==> src/hw/rtl/hrhp_pkg.sv <==
// Shared types and constants for the HTTP response head parser.
// Holds the parse phase codes, character codes and result codes; no dependencies.
`timescale 1ns / 1ps
`default_nettype none

package hrhp_pkg;

    localparam int PHASE_W = 5;
    typedef logic [PHASE_W-1:0] phase_t;

    localparam phase_t PH_VER      = 5'd0;
    localparam phase_t PH_T1       = 5'd1;
    localparam phase_t PH_T2       = 5'd2;
    localparam phase_t PH_P        = 5'd3;
    localparam phase_t PH_SLASH    = 5'd4;
    localparam phase_t PH_MAJOR    = 5'd5;
    localparam phase_t PH_DOT      = 5'd6;
    localparam phase_t PH_MINOR    = 5'd7;
    localparam phase_t PH_CODE     = 5'd8;
    localparam phase_t PH_CODE_SP  = 5'd9;
    localparam phase_t PH_MSG      = 5'd10;
    localparam phase_t PH_MSG_LF   = 5'd11;
    localparam phase_t PH_KEY      = 5'd12;
    localparam phase_t PH_DELIM    = 5'd13;
    localparam phase_t PH_VALUE    = 5'd14;
    localparam phase_t PH_LINE_LF  = 5'd15;
    localparam phase_t PH_END_LF   = 5'd16;
    localparam phase_t PH_DONE     = 5'd17;
    localparam phase_t PH_ERR      = 5'd18;

    typedef logic [7:0] byte_t;

    localparam byte_t CH_SP    = 8'd32;
    localparam byte_t CH_CR    = 8'd13;
    localparam byte_t CH_LF    = 8'd10;
    localparam byte_t CH_TAB   = 8'd9;
    localparam byte_t CH_TILDE = 8'd126;
    localparam byte_t CH_H     = 8'h48;
    localparam byte_t CH_T     = 8'h54;
    localparam byte_t CH_P     = 8'h50;
    localparam byte_t CH_SLASH = 8'h2F;
    localparam byte_t CH_DOT   = 8'h2E;
    localparam byte_t CH_COLON = 8'h3A;
    localparam byte_t CH_DASH  = 8'h2D;
    localparam byte_t CH_ZERO  = 8'h30;
    localparam byte_t CASE_BIT = 8'h20;

    typedef logic [2:0] kind_t;
    localparam kind_t KIND_NONE  = 3'd0;
    localparam kind_t KIND_VER   = 3'd1;
    localparam kind_t KIND_MSG   = 3'd2;
    localparam kind_t KIND_KEY   = 3'd3;
    localparam kind_t KIND_VALUE = 3'd4;

    typedef logic [2:0] event_t;
    localparam event_t EV_NONE      = 3'd0;
    localparam event_t EV_VER_DONE  = 3'd1;
    localparam event_t EV_CODE_DONE = 3'd2;
    localparam event_t EV_LINE_DONE = 3'd3;
    localparam event_t EV_HDR_DONE  = 3'd4;
    localparam event_t EV_HEAD_DONE = 3'd5;
    localparam event_t EV_ERROR     = 3'd6;

    typedef logic [1:0] prog_t;
    localparam prog_t PROG_BUSY  = 2'd0;
    localparam prog_t PROG_DONE  = 2'd1;
    localparam prog_t PROG_ERROR = 2'd2;

    function automatic logic is_dig(input byte_t c);
        return c inside {[8'h30:8'h39]};
    endfunction

    function automatic logic is_upper(input byte_t c);
        return c inside {[8'h41:8'h5A]};
    endfunction

    function automatic logic is_lower(input byte_t c);
        return c inside {[8'h61:8'h7A]};
    endfunction

    function automatic logic is_print(input byte_t c);
        return c inside {[CH_SP:CH_TILDE]};
    endfunction

    function automatic byte_t to_upper(input byte_t c);
        return is_lower(c) ? (c & ~CASE_BIT) : c;
    endfunction

    function automatic byte_t to_lower(input byte_t c);
        return is_upper(c) ? (c | CASE_BIT) : c;
    endfunction

endpackage

`default_nettype wire

==> src/hw/rtl/http_response_head_parser_top.sv <==
// Top level of the HTTP response head parser: one byte in, one classified result out.
// Depends on hrhp_pkg for phase, character and result codes.
// The parse state and the result register update together when a byte is accepted.
// Throughput: one byte per cycle while the output is not stalled by m_tready low.
// Reset: aresetn clears the parse state to the version start and empties the result register.
`timescale 1ns / 1ps
`default_nettype none

module http_response_head_parser_top
    import hrhp_pkg::*;
#(
    parameter int MAX_CODE_DIGITS = 3
) (
    input  wire logic        aclk,
    input  wire logic        aresetn,
    input  wire logic        s_tvalid,
    output logic             s_tready,
    input  wire logic [7:0]  s_tdata,   // data_byte
    input  wire logic [0:0]  s_tuser,   // restart
    output logic             m_tvalid,
    input  wire logic        m_tready,
    output logic [31:0]      m_tdata,   // char_out, event_res, major version digit,
                                        // minor version digit, status_value, progress,
                                        // zero pad
    output logic [2:0]       m_tuser    // char_kind
);

    localparam logic [1:0] MAX_DIGITS = 2'(MAX_CODE_DIGITS);

    phase_t      phase_reg, phase_next;
    logic [1:0]  dcount_reg, dcount_next;
    logic [9:0]  code_reg, code_next;
    logic [3:0]  major_reg, major_next;
    logic [3:0]  minor_reg, minor_next;
    logic        seen_reg, seen_next;

    logic        out_valid_reg;
    byte_t       char_reg, char_next;
    kind_t       kind_reg, kind_next;
    event_t      event_reg, event_next;
    prog_t       prog_reg, prog_next;

    logic        accept;
    byte_t       c;
    phase_t      ph;
    logic [1:0]  dc;
    logic [9:0]  code;
    logic [3:0]  major;
    logic [3:0]  minor;
    logic        seen;

    assign s_tready = !out_valid_reg || m_tready;
    assign accept   = s_tvalid && s_tready;
    assign c        = s_tdata;

    always_comb begin
        if (s_tuser[0]) begin
            ph    = PH_VER;
            dc    = '0;
            code  = '0;
            major = '0;
            minor = '0;
            seen  = 1'b0;
        end else begin
            ph    = phase_reg;
            dc    = dcount_reg;
            code  = code_reg;
            major = major_reg;
            minor = minor_reg;
            seen  = seen_reg;
        end

        phase_next  = ph;
        dcount_next = dc;
        code_next   = code;
        major_next  = major;
        minor_next  = minor;
        seen_next   = seen;
        char_next   = c;
        kind_next   = KIND_NONE;
        event_next  = EV_NONE;

        case (ph)
            PH_VER: begin
                if (c == CH_H) begin
                    kind_next  = KIND_VER;
                    phase_next = PH_T1;
                end else if (!(c == CH_SP || c inside {[CH_TAB:CH_CR]})) begin
                    phase_next = PH_ERR;
                    event_next = EV_ERROR;
                end
            end
            PH_T1, PH_T2, PH_P: begin
                if (to_upper(c) == ((ph == PH_P) ? CH_P : CH_T)) begin
                    char_next  = to_upper(c);
                    kind_next  = KIND_VER;
                    phase_next = phase_t'(ph + 5'd1);
                end else begin
                    phase_next = PH_ERR;
                    event_next = EV_ERROR;
                end
            end
            PH_SLASH, PH_DOT: begin
                if (c == ((ph == PH_SLASH) ? CH_SLASH : CH_DOT)) begin
                    kind_next  = KIND_VER;
                    phase_next = phase_t'(ph + 5'd1);
                end else begin
                    phase_next = PH_ERR;
                    event_next = EV_ERROR;
                end
            end
            PH_MAJOR: begin
                if (is_dig(c)) begin
                    major_next = c[3:0];
                    kind_next  = KIND_VER;
                    phase_next = PH_DOT;
                end else begin
                    phase_next = PH_ERR;
                    event_next = EV_ERROR;
                end
            end
            PH_MINOR: begin
                if (is_dig(c)) begin
                    minor_next = c[3:0];
                    kind_next  = KIND_VER;
                    event_next = EV_VER_DONE;
                    phase_next = PH_CODE;
                end else begin
                    phase_next = PH_ERR;
                    event_next = EV_ERROR;
                end
            end
            PH_CODE: begin
                if (is_dig(c) && dc < MAX_DIGITS) begin
                    code_next   = (code << 3) + (code << 1) + {6'd0, c[3:0]};
                    dcount_next = dc + 2'd1;
                end else if (c == CH_SP && dc != 2'd0) begin
                    event_next  = EV_CODE_DONE;
                    dcount_next = '0;
                    phase_next  = PH_CODE_SP;
                end else if (c != CH_SP) begin
                    phase_next = PH_ERR;
                    event_next = EV_ERROR;
                end
            end
            PH_CODE_SP, PH_MSG: begin
                if (ph == PH_CODE_SP && c == CH_SP) begin
                    phase_next = ph;
                end else if (c == CH_CR && seen) begin
                    phase_next = PH_MSG_LF;
                end else if (is_print(c)) begin
                    seen_next  = 1'b1;
                    kind_next  = KIND_MSG;
                    phase_next = PH_MSG;
                end else begin
                    phase_next = PH_ERR;
                    event_next = EV_ERROR;
                end
            end
            PH_MSG_LF: begin
                if (c == CH_LF) begin
                    event_next = EV_LINE_DONE;
                    seen_next  = 1'b0;
                    phase_next = PH_KEY;
                end else begin
                    phase_next = PH_ERR;
                    event_next = EV_ERROR;
                end
            end
            PH_KEY: begin
                if (c == CH_CR) begin
                    phase_next = PH_END_LF;
                end else if (is_dig(c) || is_upper(c) || is_lower(c) || c == CH_DASH) begin
                    char_next = to_lower(c);
                    kind_next = KIND_KEY;
                end else if (c == CH_COLON) begin
                    phase_next = PH_DELIM;
                end else if (c != CH_SP) begin
                    phase_next = PH_ERR;
                    event_next = EV_ERROR;
                end
            end
            PH_DELIM, PH_VALUE: begin
                if (ph == PH_DELIM && c == CH_SP) begin
                    phase_next = ph;
                end else if (c == CH_CR) begin
                    phase_next = PH_LINE_LF;
                end else if (is_print(c)) begin
                    kind_next  = KIND_VALUE;
                    phase_next = PH_VALUE;
                end else begin
                    phase_next = PH_ERR;
                    event_next = EV_ERROR;
                end
            end
            PH_LINE_LF, PH_END_LF: begin
                if (c == CH_LF) begin
                    event_next = (ph == PH_LINE_LF) ? EV_HDR_DONE : EV_HEAD_DONE;
                    phase_next = (ph == PH_LINE_LF) ? PH_KEY : PH_DONE;
                end else begin
                    phase_next = PH_ERR;
                    event_next = EV_ERROR;
                end
            end
            PH_DONE: begin
                phase_next = PH_DONE;
            end
            default: begin
                phase_next = PH_ERR;
            end
        endcase

        if (phase_next == PH_DONE) begin
            prog_next = PROG_DONE;
        end else if (phase_next == PH_ERR) begin
            prog_next = PROG_ERROR;
        end else begin
            prog_next = PROG_BUSY;
        end
    end

    always_ff @(posedge aclk) begin
        if (!aresetn) begin
            phase_reg     <= PH_VER;
            dcount_reg    <= '0;
            code_reg      <= '0;
            major_reg     <= '0;
            minor_reg     <= '0;
            seen_reg      <= 1'b0;
            out_valid_reg <= 1'b0;
        end else begin
            if (accept) begin
                phase_reg  <= phase_next;
                dcount_reg <= dcount_next;
                code_reg   <= code_next;
                major_reg  <= major_next;
                minor_reg  <= minor_next;
                seen_reg   <= seen_next;
            end
            if (accept) begin
                out_valid_reg <= 1'b1;
            end else if (m_tready) begin
                out_valid_reg <= 1'b0;
            end
        end
    end

    always_ff @(posedge aclk) begin
        if (accept) begin
            char_reg  <= char_next;
            kind_reg  <= kind_next;
            event_reg <= event_next;
            prog_reg  <= prog_next;
        end
    end

    assign m_tvalid = out_valid_reg;
    assign m_tuser  = kind_reg;
    assign m_tdata  = {1'b0, prog_reg, code_reg, minor_reg, major_reg, event_reg, char_reg};

    a_head_done_prog: assert property (@(posedge aclk) disable iff (!aresetn)
        (m_tvalid && event_reg == EV_HEAD_DONE) |-> (prog_reg == PROG_DONE))
        else $error("head done beat without done progress");

    a_error_prog: assert property (@(posedge aclk) disable iff (!aresetn)
        (m_tvalid && event_reg == EV_ERROR) |-> (prog_reg == PROG_ERROR))
        else $error("error beat without error progress");

    a_done_sticky: assert property (@(posedge aclk) disable iff (!aresetn)
        (accept && !s_tuser[0] && phase_reg == PH_DONE) |=> (phase_reg == PH_DONE))
        else $error("done state left without restart");

    a_digit_limit: assert property (@(posedge aclk) disable iff (!aresetn)
        (dcount_reg <= MAX_DIGITS))
        else $error("status digit count beyond limit");

endmodule

`default_nettype wire
==> config.mk <==
export PLATFORM = sky130hd
export DESIGN_NAME = http_response_head_parser_top
export DESIGN_NICKNAME = d
export VERILOG_FILES = /design/src/hw/rtl/hrhp_pkg.sv /design/src/hw/rtl/http_response_head_parser_top.sv
export SDC_FILE = /design/constraint.sdc
export NUM_CORES = 1
export LEC_CHECK = 0
export BUFFER_PORTS_ARGS = -buffer_cell sky130_fd_sc_hd__buf_2
export CAP_MARGIN = 20
export CORE_AREA = 2 2 80 82
export DETAILED_ROUTE_END_ITERATION = 10
export DIE_AREA = 0 0 82 84
export GPL_TIMING_DRIVEN = 0
export PLACE_DENSITY = 0.87
export SLEW_MARGIN = 0
export SYNTH_ARGS = -nofsm -noshare
export SYNTH_HDL_FRONTEND = slang
export SYNTH_SLANG_ARGS = --single-unit
==> constraint.sdc <==
create_clock -name aclk -period 9.2 [get_ports aclk]
set_clock_uncertainty 0.05 [all_clocks]
set_input_delay 0.92 -clock aclk [delete_from_list [all_inputs] [get_ports aclk]]
set_output_delay 0.92 -clock aclk [all_outputs]
set_load 0.02 [all_outputs]
======== Word level (Yosys, flattened, before mapping) ========
Index checks and enable logic that the tools add are counted.
word-level totals
  latch bits .............................. 0
  memories kept ........................... 0
  word-level logic and storage cells ...... 167
  bits in read-only memories .............. 0
  output and inout bits ................... 37
  register bits ........................... 43
  input port bits ......................... 13
  RAM bits ................................ 0
operators by class
  multipliers ............................. 0
  reduce and logical (&&, ||, !) cells .... 26
  magnitude comparators ................... 11
  bitwise gates (word level) .............. 0
  shifts and indexed selects .............. 0
  divide/modulo/power cells ............... 0
  equal/unequal tests ..................... 28
  add/subtract/negate cells ............... 4
  muxes and demuxes ....................... 87
operators by type and width
  operator            count
  $mux 5              22
  $mux 3              22
  $pmux 5 s12         1
  $eq 5x4->1 const B  8
  $pmux 3 s11         1
  $mux 10             3
  $mux 6              5
  $eq 8x6->1 const B  3
  $le 8x7->1 const B  3
  $mux 4              6
  $mux 2              11
  $pmux 3 s7          1
  $eq 5x3->1 const B  4
  $eq 5x5->1 const B  4
  $eq 8x4->1 const B  2
  $ge 8x6->1 const B  2
  $ge 8x7->1 const B  2
  $mux 1              13
  $pmux 6 s2          1
  $logic_and 1x1->1   11
  $add 10x10->10      1
  $add 10x4->10       1
  $eq 5x2->1 const B  2
  $reduce_or 2->1     5
  17 further kinds    22

======== Logic depth before layout (Yosys ltp) ========
Gate-level depths: netlist (run 1).
  word-level depth ........................ 10
  depth in mapped cells ................... 14
  gate-level depth less buffers ........... 11

======== Worst setup path before layout (run 1) ========
Ideal clock, no wire load.
  path kind ............................... in2reg
  start point ............................. in s_tuser
  end point ............................... reg code_reg[8]
  buffers on the path ..................... 3
  stages on the path ...................... 13
  slack ................................... 5307 ps
  required time ........................... 9022 ps
  library setup time ...................... 128 ps
  data arrival time ....................... 3716 ps
  cell sequence ........................... clkbuf_1 > clkbuf_1 > clkbuf_1 > nor2b_1 > fa_1 > fa_1 > a21o_1 > a21o_1 > a21o_1 > a21oi_1 > xnor2_1 > a22oi_1 > nor2_1
between the ends
  longest elaborated chain between the ends .. 5
  elaborated cells on any way between the ends .. 10
  classes of those cells .................. 2 x add/sub; 1 x order compare; 1 x eq/ne; 5 x mux; 1 x reduce/logical
RTL lines
  element                                             line                                                                        RTL
  from (decl)                                         http_response_head_parser_top.sv:19                                         input wire logic [0:0] s_tuser,
  $mux 10 or $mux 2 (tied branches)                   http_response_head_parser_top.sv:57                                         if (s_tuser[0]) begin
  $add 10x10->10 or $lt 2x2->1 (tied branches)        http_response_head_parser_top.sv:135, http_response_head_parser_top.sv:134
  $add 10x4->10 or $logic_and 1x1->1 (tied branches)  http_response_head_parser_top.sv:135, http_response_head_parser_top.sv:134
  $mux 10                                             http_response_head_parser_top.sv:134                                        if (is_dig(c) && dc < MAX_DIGITS) begin
  $mux 10 *                                           http_response_head_parser_top.sv:83                                         case (ph)
  to (signal assigned)                                http_response_head_parser_top.sv:235                                        code_reg <= code_next;
  to (decl)                                           http_response_head_parser_top.sv:32                                         logic [9:0] code_reg, code_next;
Every way passes the cells marked *; elsewhere a longest branch is shown, timed or not.
A chain may end at the register's enable or synchronous reset.

======== Worst setup path in the final report (run 1) ========
  start point ............................. in s_tuser
  end point ............................... reg code_reg[9]
Same word-level chain as after synthesis.

==> out/summary.log, run 1 <==
[run_status] status finished, final reports clean
[grt] pin count of the biggest net entering global routing 16
[die] floorplan row count 29
[timing] Max-Slew Margin vs Limit 0.4395
[routing] Detailed Route Iter0 Violations 361
[power] Power Total 0.4399 mW
[worst_setup_path] Critical Path Source Type primary input
[worst_setup_path] slowest stage delay, CP 550 ps
[timing] Setup-failing EPs final 0
[power] cell-internal power 0.3034 mW
[grt] GR Util met3 0.04762
[power] relative contribution of the clock network to total power 0.332
[hold_path] worst hold path startpoint code_reg[9]
[job] number of violations of the max-capacitance limit 0
[routing] DR DRC count 0
[place] post-DP HPWL 7.262 mm
[yosys] count of flip-flops with a built-in enable after synthesis 16
[worst_setup_path] maximum fanout count along the critical path 10
[worst_setup_path] required time of the critical path 9390 ps
[clocking] register clock-pin slew on the reported worst setup and hold paths 90 ps
[yosys] dominant synthesized flop cell sky130_fd_sc_hd__dfxtp_1
[grt] layer with the highest usage met2
[worst_setup_path] Critical R2R Capture prog_reg[0]
[die] standard cell core area 6096 sq um
[clocking] clock tree sinks 43
[die] Initial Utilization 0.5242
[timing] slew at the pin closest to its max-slew limit 833.1 ps
[worst_setup_path] RR Startpoint phase_reg[0]
[yosys] count of synthesis-stage warnings from yosys 0
[die] total I/O pin count 50
[die] vertical extent of the die 84 um
[power] relative contribution of sequential cells to total power 0.472
[clocking] number of buffers inserted by post-CTS setup repair 0
[worst_setup_path] sum of buffers and inverters on the critical path 4
[worst_setup_path] cells along the critical path buf_2 > clkbuf_1 > clkbuf_1 > clkbuf_1 > nor2b_1 > fa_1 > ha_1 > a21o_1 > a21oi_1 > o21ai_0 > o41ai_1 > xnor2_1 > nand2b_1 > a21oi_1
[routing] final WL 9.595 mm
[yosys] cells after synthesis 376
[worst_setup_path] crit path DAT 4610 ps
[yosys] sequential share of the synthesized area 0.3195
[yosys] cell area after technology mapping 3196 sq um
[hold_path] worst hold-check path type reg -> reg
[worst_setup_path] register-to-register path setup slack 5610 ps
[final_layout] max reg flops 10
[worst_setup_path] crit path kind in -> reg
[clocking] buffer cell driving the clock tree root sky130_fd_sc_hd__clkbuf_8
[grt] initial antenna violation count 0
[final_layout] Filler Cell Count 538
[place] placer's final routability congestion estimate 1.016
[final_layout] area delta synth->final 14.29%
[worst_setup_path] count of cells along the worst register-to-register path 12
[timing] RSZ-0062 raised after global routing no
[worst_setup_path] nature of the critical path endpoint flop
[timing] aggregate negative setup slack 0 ps
[routing] total number of vias 3,263
[routing] average routed wire per standard cell 18.85 um
[power] share of total power consumed by net switching 0.3104
[grt] met2 Resource Use GR 0.4516
[final_layout] final layout net count 467
[final_layout] FF/Latch Area 1021 sq um
[routing] first-pass iteration count of the detailed router 5
[clocking] deepest clock path buffer count 2
[worst_setup_path] Top cell by count, worst path sky130_fd_sc_hd__clkbuf_1
[power] ratio of total power to cell area 120.5 nW/um^2
[grt] number of global-route vias before repair 3,004
[routing] number of vias per cell 6.411
[hold_path] hold-critical path depth 2
[worst_setup_path] crit-path leading delay family buffers and inverters
[place] count of buffers from port buffering 47
[hold_path] end point of the worst hold path code_reg[9]
[clocking] Hold-fix buffers, CTS 0
[timing] f_max 0.2261 GHz
[timing] crit share post-route 0.4807
[die] Die X-Extent 82 um
[yosys] mean instance size in the synthesized netlist 8.499 sq um
[die] total die area 6888 sq um
[timing] final count of pins violating max slew 0
[yosys] Synth async-reset ratio 0
[worst_setup_path] worst setup path start s_tuser
[worst_setup_path] library cell contributing the largest single delay on the critical path sky130_fd_sc_hd__fa_1
[clocking] number of cells upsized or downsized after cts 0
[clocking] H-tree levels 2
[clocking] TritonCTS buffer count 5
[power] Leakage Power 1.504 nW
[final_layout] most frequent cells in the layout sky130_fd_sc_hd__buf_2, sky130_fd_sc_hd__nor2_1, sky130_fd_sc_hd__dfxtp_1
[power] part of the total power dissipated in combinational logic 0.196
[grt] grt met1 use 0.3791
[clocking] later-pin clock latency in the skew report 320 ps
[grt] wire length of the first global-routing pass 15.26 mm
[yosys] distinct cell type count of the synthesized netlist 72
[grt] Tot GR Track Use 0.2907
[final_layout] leading cell type in the layout, fill and taps excluded sky130_fd_sc_hd__buf_2
[clocking] CTS tree yes
[yosys] flop and latch count out of synthesis 43
[yosys] Post-Synthesis Net Count 412
[routing] post-route ant nets 0
[grt] total gr overflow 0
[timing] post-layout minimum cycle time 4423 ps
[final_layout] antenna cell count 0
[power] switching power 0.1366 mW
[power] maximum resistive drop on vdd 64.58 uV
[timing] final hold violation count 0
[final_layout] share of layout cells above drive strength 1 0.1759
[final_layout] area of the multi-input gates 2032 sq um
power by group through the flow:
stage               combinational (mW)  clock, mW  sequential [mW]
CTS                             0.0844      0.147            0.207
detailed placement              0.0834          0            0.212
global placement                0.0831          0            0.212
floorplan                       0.0496          0            0.219
global route                    0.0934      0.155            0.208
finish                          0.0864      0.146            0.207
area by class of cell:
class	count	area share
multi-input cells	299	0.5564
flip-flops and latches	43	0.2795
repair buffers	48	0.06852
plain buffers	24	0.02878
well taps	77	0.02638
clock buffers	6	0.02569
inverters	10	0.01028
clock inverters	2	0.004454
per-layer routing:
layer  part of all wire  routed length (um)
met5                  0                   0
met4              0.047                 453
met1               0.41                3892
met3              0.076                 726
met2               0.47                4522
cell usage after synthesis, drive strengths merged, types with 3 or more instances:
cell type  count  area [sq um]
inv           10         37.54
nor3          16         80.08
nand3         12         60.06
a211oi         4         35.03
a31oi          3         18.77
dfxtp         27         540.5
nand2b        12         75.07
a21oi         18         90.09
ha            21         262.8
or4            4         33.78
xor2           4         35.03
clkbuf        17         63.81
or2            5         31.29
edfxtp        16         480.5
nor4b          4         47.55
and3           3         18.77
xnor2          7         61.31
nor4           6         37.54
a22oi         17         127.6
a21o           5         37.54
o22ai          3         18.77
nor2b         12         75.07
nand4          3         18.77
o21a           4         30.03
and2           4         25.02
o32ai          3         26.28
nor2          48         182.7
buf            7         41.29
nor3b          4         40.03
o31ai          3         27.52
nand2         20         75.07
o21ai         21         105.1
worst max path at each step:
stage,end,slack (ps),cells after the start
6_report,code_reg[9],4780,14
5_1_grt,code_reg[9],4450,14
4_1_cts,code_reg[9],4770,14
3_5_place_dp,code_reg[9],4450,14
3_3_place_gp,code_reg[9],4430,14
2_1_floorplan,code_reg[8],5310,13
kinds of logic (layout without fill, tap and decap cells):
logic type / count (synthesis) / count (layout) / synth area share
other cells: 1 / 1 / 0.001174
flops: 43 / 43 / 0.3195
mux: 1 / 1 / 0.003132
xor+xnor: 11 / 11 / 0.03015
compound gates: 97 / 97 / 0.2181
fa+ha+maj: 23 / 23 / 0.09475
buf+inv: 34 / 90 / 0.04464
simple gates: 166 / 166 / 0.2886
worst reg2reg max path, cell delays in order, from the launching register on:
cell and delay (ps):
sky130_fd_sc_hd__dfxtp_1 360, sky130_fd_sc_hd__nand2b_1 220, sky130_fd_sc_hd__inv_1 150, sky130_fd_sc_hd__ha_1 150, sky130_fd_sc_hd__clkbuf_1 380, sky130_fd_sc_hd__or2_0 180, sky130_fd_sc_hd__clkbuf_1 340, sky130_fd_sc_hd__nor2_1 120
sky130_fd_sc_hd__o21ai_0 470, sky130_fd_sc_hd__o41ai_1 160, sky130_fd_sc_hd__or3b_2 490, sky130_fd_sc_hd__o211ai_2 200, sky130_fd_sc_hd__nor3b_2 70
per-stage QoR:
step | setup WS, ps | instance area, sq um | hold WS (ps) | std cells | util
6_report | 4777 | 3652 | 420.2 | 509 | 0.5991
3_3_place_gp | 4434 | 3527 | 390.1 | 500 | 0.5786
3_5_place_dp | 4453 | 3542 | 407.6 | 501 | 0.5811
4_1_cts | 4772 | 3652 | 423.3 | 509 | 0.5991
5_1_grt | 4450 | 3652 | 452.6 | 509 | 0.5991
2_1_floorplan | 5307 | 3196 | 394.6 | 376 | -
Note: power is estimated with default switching activity, not from simulation.
==> run 2: changes to the inputs <==
--- a/config.mk
+++ b/config.mk
@@ -5,13 +5,14 @@
 export SDC_FILE = /design/constraint.sdc
 export NUM_CORES = 1
 export LEC_CHECK = 0
+export ABC_AREA = 1
 export BUFFER_PORTS_ARGS = -buffer_cell sky130_fd_sc_hd__buf_2
 export CAP_MARGIN = 20
-export CORE_AREA = 2 2 80 82
+export CORE_AREA = 2 2 85 87
 export DETAILED_ROUTE_END_ITERATION = 10
-export DIE_AREA = 0 0 82 84
+export DIE_AREA = 0 0 87 89
 export GPL_TIMING_DRIVEN = 0
-export PLACE_DENSITY = 0.87
+export PLACE_DENSITY = 0.88
 export SLEW_MARGIN = 0
 export SYNTH_ARGS = -nofsm -noshare
 export SYNTH_HDL_FRONTEND = slang
==> constraint.sdc (replaced) <==
create_clock -name aclk -period 3.9 [get_ports aclk]
set_clock_uncertainty 0.05 [all_clocks]
set_input_delay 0.39 -clock aclk [delete_from_list [all_inputs] [get_ports aclk]]
set_output_delay 0.39 -clock aclk [all_outputs]
set_load 0.02 [all_outputs]
==> out/summary.log, run 2 <==
[job] number of violations of the max-capacitance limit 0 [unchanged]
[worst_setup_path] crit path DAT 3070 ps [-1540 ps]
[timing] f_max 0.3476 GHz
[final_layout] Filler Cell Count 668 [+24%]
[grt] number of global-route vias before repair 3,347 [+11%]
[final_layout] final core utilization 0.5953 [-0.003793]
[routing] DR DRC count 0 [unchanged]
[power] maximum resistive drop on vdd 171.2 uV [+170%]
[hold_path] worst hold-check path type in -> reg
[place] DP Worst Slack 710.8 ps [-3742 ps]
[grt] Tot GR Track Use 0.2674 [-0.02328]
[yosys] sequential share of the synthesized area 0.2868 [-0.03268]
[final_layout] antenna cell count 0 [unchanged]
[timing] final hold violation count 0 [unchanged]
[yosys] area leader, netlist sky130_fd_sc_hd__dfxtp_1
[clocking] register clock-pin slew on the reported worst setup and hold paths 90 ps [about the same]
[final_layout] area of the multi-input gates 2123 sq um [+4.5%]
[worst_setup_path] crit-path leading delay family adder cells
[timing] final count of pins violating max slew 0 [unchanged]
[worst_setup_path] register-to-register path setup slack 1110 ps [-4500 ps]
[worst_setup_path] maximum fanout count along the critical path 10 [unchanged]
[routing] final WL 10.12 mm [+5.5%]
[yosys] Post-Synthesis Net Count 580 [+41%]
[yosys] count of synthesis-stage warnings from yosys 0 [unchanged]
[place] placer's final routability congestion estimate 0.9865 [-2.9%]
[worst_setup_path] library cell contributing the largest single delay on the critical path sky130_fd_sc_hd__fa_1
[routing] number of vias per cell 5.512 [-14%]
[die] floorplan row count 30 [+3.4%]
[final_layout] final layout net count 636 [+36%]
[place] count of buffers from port buffering 48 [+2.1%]
[power] ratio of total power to cell area 261.0 nW/um^2 [+120%]
[final_layout] FF/Latch Area 1021 sq um [unchanged]
[routing] post-route ant nets 0 [unchanged]
[power] Power Total 1.044 mW [+140%]
[run_status] status finished, final reports clean
[timing] slew at the pin closest to its max-slew limit 539.5 ps [-293.6 ps]
[yosys] cell area after technology mapping 3560 sq um [+11%]
[yosys] cells after synthesis 544 [+45%]
[final_layout] leading cell type in the layout, fill and taps excluded sky130_fd_sc_hd__nand2_1
[yosys] distinct cell type count of the synthesized netlist 43 [-40%]
[worst_setup_path] required time of the critical path 4090 ps [-5300 ps]
[yosys] dominant cells by area after synthesis sky130_fd_sc_hd__dfxtp_1, sky130_fd_sc_hd__edfxtp_1, sky130_fd_sc_hd__nand2_1
[worst_setup_path] crit path kind in -> reg
[clocking] Hold-fix buffers, CTS 0 [unchanged]
[final_layout] max reg flops 10 [unchanged]
[routing] total number of vias 3,754 [+15%]
[yosys] Synth async-reset ratio 0 [unchanged]
[clocking] TritonCTS buffer count 5 [unchanged]
[clocking] later-pin clock latency in the skew report 300 ps [-20 ps]
[worst_setup_path] Critical Path Source Type primary input
[routing] Detailed Route Iter0 Violations 351 [-2.8%]
[clocking] CTS tree yes
[die] Die X-Extent 87 um [+6.1%]
[worst_setup_path] nature of the critical path endpoint flop
[routing] first-pass iteration count of the detailed router 5 [unchanged]
[routing] average routed wire per standard cell 14.86 um [-21%]
[yosys] count of flip-flops with a built-in enable after synthesis 16 [unchanged]
[timing] Setup-failing EPs final 0 [unchanged]
[grt] total gr overflow 0 [unchanged]
[grt] wire length of the first global-routing pass 15.98 mm [+4.7%]
[place] post-DP HPWL 8.116 mm [+12%]
[final_layout] area delta synth->final 12.37%
[worst_setup_path] sum of buffers and inverters on the critical path 2 [-2]
[yosys] most common cell in the netlist sky130_fd_sc_hd__nand2_1
[clocking] deepest clock path buffer count 2 [unchanged]
[yosys] flop and latch count out of synthesis 43 [unchanged]
[yosys] dominant synthesized flop cell sky130_fd_sc_hd__dfxtp_1
[worst_setup_path] slowest stage delay, CP 550 ps [about the same]
[clocking] number of buffers inserted by post-CTS setup repair 0 [unchanged]
[power] Leakage Power 2.130 nW [+42%]
[grt] initial antenna violation count 0 [unchanged]
[die] total die area 7743 sq um [+12%]
[timing] post-layout minimum cycle time 2877 ps
[timing] aggregate negative setup slack 0 ps [unchanged]
[yosys] Post-synth top cells sky130_fd_sc_hd__nand2_1, sky130_fd_sc_hd__inv_1, sky130_fd_sc_hd__nor2_1
[die] Initial Utilization 0.5298 [+0.005575]
[clocking] clock tree sinks 43 [unchanged]
[clocking] H-tree levels 2 [unchanged]
[timing] fin worst setup slack 1023 ps [-3754 ps]
[timing] crit share post-route 0.7376
[yosys] mean instance size in the synthesized netlist 6.544 sq um [-23%]
[timing] Max-Slew Margin vs Limit 0.6403 [+0.2008]
[timing] RSZ-0062 raised after global routing no
[yosys] Synth top area share 0.1518 [-0.01730]
[die] total I/O pin count 50 [unchanged]
[clocking] number of cells upsized or downsized after cts 0 [unchanged]
[final_layout] most frequent cells in the layout sky130_fd_sc_hd__nand2_1, sky130_fd_sc_hd__inv_1, sky130_fd_sc_hd__nor2_1
[final_layout] share of layout cells above drive strength 1 0.1764 [+0.0004468]
[die] vertical extent of the die 89 um [+6.0%]
[worst_setup_path] cells along the critical path buf_2 > clkbuf_1 > nor2_1 > fa_1 > fa_1 > a21oi_1 > o21ai_0 > nand2_1 > nand2_1 > a21oi_1 > xnor2_1 > nand2_1 > a21oi_1
[die] standard cell core area 6719 sq um [+10%]
[clocking] buffer cell driving the clock tree root sky130_fd_sc_hd__clkbuf_8
[grt] pin count of the biggest net entering global routing 18 [+2]
## run 2: layout make-up
type | instances | share of cell area
Clock buffer | 6 | 0.01814
Inverter | 92 | 0.08696
Clock inverter | 2 | 0.003128
Buffer | 11 | 0.01689
Timing Repair Buffer | 49 | 0.06381
Sequential cell | 43 | 0.2552
Tap cell | 80 | 0.02502
Multi-Input combinational cell | 398 | 0.5308
## run 2: final timing paths
| kind | to | start | cells past startpoint |
|---|---|---|---|
| setup / recovery | code_reg[8] | s_tuser | 13 |
| hold / removal | char_reg[0] | s_tdata[0] | 1 |
| setup reg to reg | prog_reg[1] | phase_reg[1] | 16 |
| hold reg to reg | minor_reg[3] | minor_reg[3] | 2 |
## run 2: stage by stage
stage          cells  instance area [sq um]  hold slack (ps)
2_1_floorplan    544                   3560            402.4
3_3_place_gp     672                   3900            397.8
3_5_place_dp     673                   3915            401.2
4_1_cts          681                   4000            230.5
5_1_grt          681                   4000            227.9
6_report         681                   4000            231.6
## run 2: worst reg2reg max path: cells and delay by family, from the launching register on
| kind | cells | cell delay [ps] |
|---|---|---|
| buffers and inverters | 5 | 510 |
| flip-flops | 1 | 310 |
| AND/OR/NAND/NOR | 9 | 1240 |
| adder cells (fa/ha/maj) | 1 | 230 |
| AO/OA/AOI/OAI | 1 | 210 |
## run 2: report_power, final
group | internal (mW) | switching [mW] | total [mW]
clock | 0.126 | 0.168 | 0.294
combinational | 0.0753 | 0.174 | 0.249
sequential | 0.490 | 0.0112 | 0.501
## run 2: kinds of logic (layout without fill, tap and decap cells)
group,count (synthesis),after routing,synth area share
AND/OR/NAND/NOR,285,285,0.3670
buffers and inverters,103,160,0.1167
AO/OA/AOI/OAI,84,84,0.1311
flip-flops,43,43,0.2868
adder cells (fa/ha/maj),23,23,0.08506
XOR/XNOR,5,5,0.01230
other,1,1,0.001053
## run 2: metal layers
metal	wire, um	share of wire	global-route usage	vias to the layer above
li1	-	-	-	1873
met1	4210	0.42	0.3261	1687
met2	4867	0.48	0.4650	165
met3	696	0.069	0.04432	29
met4	345	0.034	0.1179	0
met5	0	0	0	-
==> run 3: changes to the inputs <==
--- a/config.mk
+++ b/config.mk
@@ -8,11 +8,11 @@
 export ABC_AREA = 1
 export BUFFER_PORTS_ARGS = -buffer_cell sky130_fd_sc_hd__buf_2
 export CAP_MARGIN = 20
-export CORE_AREA = 2 2 85 87
+export CORE_AREA = 2 2 84 86
 export DETAILED_ROUTE_END_ITERATION = 10
-export DIE_AREA = 0 0 87 89
+export DIE_AREA = 0 0 86 88
 export GPL_TIMING_DRIVEN = 0
-export PLACE_DENSITY = 0.88
+export PLACE_DENSITY = 0.86
 export SLEW_MARGIN = 0
 export SYNTH_ARGS = -nofsm -noshare
 export SYNTH_HDL_FRONTEND = slang
==> constraint.sdc (replaced) <==
create_clock -name aclk -period 2.82 [get_ports aclk]
set_clock_uncertainty 0.05 [all_clocks]
set_input_delay 0.282 -clock aclk [delete_from_list [all_inputs] [get_ports aclk]]
set_output_delay 0.282 -clock aclk [all_outputs]
set_load 0.02 [all_outputs]
==> out/summary.log, run 3 (synthesis gave the netlist of run 2 again) <==
[timing] fin worst setup slack 161.9 ps [-861.6 ps]
[die] Initial Utilization 0.5358 [+0.005986]
[timing] crit share post-route 0.9426
[clocking] TritonCTS buffer count 5 [unchanged]
[timing] Max-Slew Margin vs Limit 0.6052 [-0.03513]
[worst_setup_path] required time of the critical path 3030 ps [-1060 ps]
[timing] slew at the pin closest to its max-slew limit 592.2 ps [+52.69 ps]
[final_layout] area delta synth->final 14.38%
[grt] layer with the highest usage met2
[final_layout] FF/Latch Area 1021 sq um [unchanged]
[final_layout] most frequent cells in the layout sky130_fd_sc_hd__nand2_1, sky130_fd_sc_hd__inv_1, sky130_fd_sc_hd__nor2_1
[worst_setup_path] cells along the critical path buf_2 > clkbuf_2 > nor2_2 > fa_1 > fa_1 > a21oi_1 > o21ai_0 > nand2_1 > nand2_1 > a21oi_1 > xnor2_1 > nand2_1 > a21oi_1
[grt] GR Util met3 0.04430 [about the same]
[worst_setup_path] sum of buffers and inverters on the critical path 2 [unchanged]
[place] post-DP HPWL 8.170 mm [+0.67%]
[routing] Detailed Route Iter0 Violations 302 [-14%]
[power] ratio of total power to cell area 408.5 nW/um^2 [+57%]
[clocking] later-pin clock latency in the skew report 320 ps [+20 ps]
[power] relative contribution of sequential cells to total power 0.416 [-0.064]
[clocking] number of buffers inserted by post-CTS setup repair 0 [unchanged]
[power] cell-internal power 1.142 mW [+65%]
[grt] total gr overflow 0 [unchanged]
[clocking] deepest clock path buffer count 2 [unchanged]
[grt] grt met1 use 0.3640 [+0.03780]
[power] switching power 0.5211 mW [+48%]
[final_layout] final standard cell area without fillers 4071 sq um [+1.8%]
[worst_setup_path] crit path kind in -> reg
[power] part of the total power dissipated in combinational logic 0.211 [-0.028]
[grt] wire length of the first global-routing pass 16.75 mm [+4.8%]
[final_layout] share of layout cells above drive strength 1 0.1897 [+0.01331]
[grt] pin count of the biggest net entering global routing 17 [-1]
[place] DP Worst Slack -310.8 ps [-1022 ps]
[timing] f_max 0.3762 GHz
[hold_path] worst hold-check path type in -> reg
[die] floorplan row count 30 [unchanged]
[worst_setup_path] maximum fanout count along the critical path 10 [unchanged]
[place] placer's final routability congestion estimate 1.039 [+5.3%]
[routing] total number of vias 3,784 [+0.80%]
[clocking] CTS tree yes
[worst_setup_path] crit-path leading delay family adder cells
[routing] post-route ant nets 0 [unchanged]
[timing] final count of pins violating max slew 0 [unchanged]
[grt] number of global-route vias before repair 3,539 [+5.7%]
[final_layout] antenna cell count 0 [unchanged]
[timing] post-layout minimum cycle time 2658 ps
[place] cell area after placement 3915 sq um [unchanged]
[timing] final hold violation count 0 [unchanged]
[final_layout] leading cell type in the layout, fill and taps excluded sky130_fd_sc_hd__nand2_1
[final_layout] max reg flops 10 [unchanged]
[worst_setup_path] nature of the critical path endpoint flop
[timing] worst hold slack 116.7 ps [-114.9 ps]
[routing] final WL 10.31 mm [+1.9%]
[routing] number of vias per cell 5.557 [+0.80%]
[power] share of total power consumed by net switching 0.3132 [-0.02489]
[die] Die X-Extent 86 um [-1.1%]
[routing] first-pass iteration count of the detailed router 5 [unchanged]
[worst_setup_path] crit path DAT 2870 ps [-200 ps]
[final_layout] area of the multi-input gates 2138 sq um [+0.71%]
[die] total I/O pin count 50 [unchanged]
[final_layout] final layout net count 636 [unchanged]
[final_layout] Filler Cell Count 623 [-6.7%]
[timing] RSZ-0062 raised after global routing no
[job] number of violations of the max-capacitance limit 0 [unchanged]
[clocking] buffer cell driving the clock tree root sky130_fd_sc_hd__clkbuf_8
[place] count of buffers from port buffering 48 [unchanged]
[worst_setup_path] library cell contributing the largest single delay on the critical path sky130_fd_sc_hd__fa_1
[clocking] H-tree levels 2 [unchanged]
[run_status] status finished, final reports clean
[die] standard cell core area 6644 sq um [-1.1%]
[routing] average routed wire per standard cell 15.15 um [+1.9%]
[worst_setup_path] Critical Path Source Type primary input
[routing] DR DRC count 0 [unchanged]
[die] vertical extent of the die 88 um [-1.1%]
[clocking] clock tree sinks 43 [unchanged]
[grt] initial antenna violation count 0 [unchanged]
[power] relative contribution of the clock network to total power 0.373 [+0.092]
[power] maximum resistive drop on vdd 235.0 uV [+37%]
[grt] met2 Resource Use GR 0.4834 [+0.01848]
[power] Leakage Power 2.159 nW [+1.4%]
[die] total die area 7568 sq um [-2.3%]
[clocking] register clock-pin slew on the reported worst setup and hold paths 100 ps [about the same]
[timing] Setup-failing EPs final 0 [unchanged]
[grt] Tot GR Track Use 0.2827 [+0.01528]
[worst_setup_path] slowest stage delay, CP 500 ps [-50 ps]
-- run 3: power by group through the flow --
| stage | Combinational (mW) | Clock (mW) | Sequential [mW] |
|---|---|---|---|
| finish | 0.351 | 0.620 | 0.692 |
| global route | 0.391 | 0.637 | 0.695 |
| CTS | 0.343 | 0.617 | 0.692 |
| detailed placement | 0.342 | 0 | 0.707 |
| global placement | 0.334 | 0 | 0.706 |
| floorplan | 0.208 | 0 | 0.735 |
-- run 3: timing repair --
item / in CTS / in global routing
setup endpoints to repair: 1 / 6
resized for setup: 1 / 6
hold buffers: 0 / 0
endpoints found under the hold margin: 0 / 0
-- run 3: cell type report --
| cell class | count | share of cell area |
|---|---|---|
| Multi-Input combinational cell | 398 | 0.5252 |
| Sequential cell | 43 | 0.2508 |
| Inverter | 92 | 0.08543 |
| Timing Repair Buffer | 49 | 0.06269 |
| Tap cell | 80 | 0.02459 |
| Clock inverter | 3 | 0.01752 |
| Clock buffer | 5 | 0.01690 |
| Buffer | 11 | 0.01690 |
-- run 3: through the flow --
step                instances  setup TNS [ps]  power [mW]    util
floorplan                 544               0      0.9422       -
global placement          672          -772.2       1.040  0.5870
detailed placement        673          -820.4       1.048  0.5893
CTS                       681               0       1.653  0.6105
global route              681               0       1.724  0.6128
finish                    681               0       1.663  0.6128
-- run 3: metal layers --
metal / routed length (um) / share of wire
met5: 0 / 0
met4: 277 / 0.027
met3: 724 / 0.070
met2: 4830 / 0.47
met1: 4482 / 0.43
-- run 3: final timing paths --
check | cells past startpoint | start | to | slack [ps]
worst max-delay path | 13 | s_tuser | code_reg[8] | 160
worst min-delay path | 1 | s_tdata[0] | char_reg[0] | 120
worst max register to register | 12 | code_reg[2] | code_reg[8] | 220
worst min register to register | 2 | minor_reg[2] | minor_reg[2] | 420
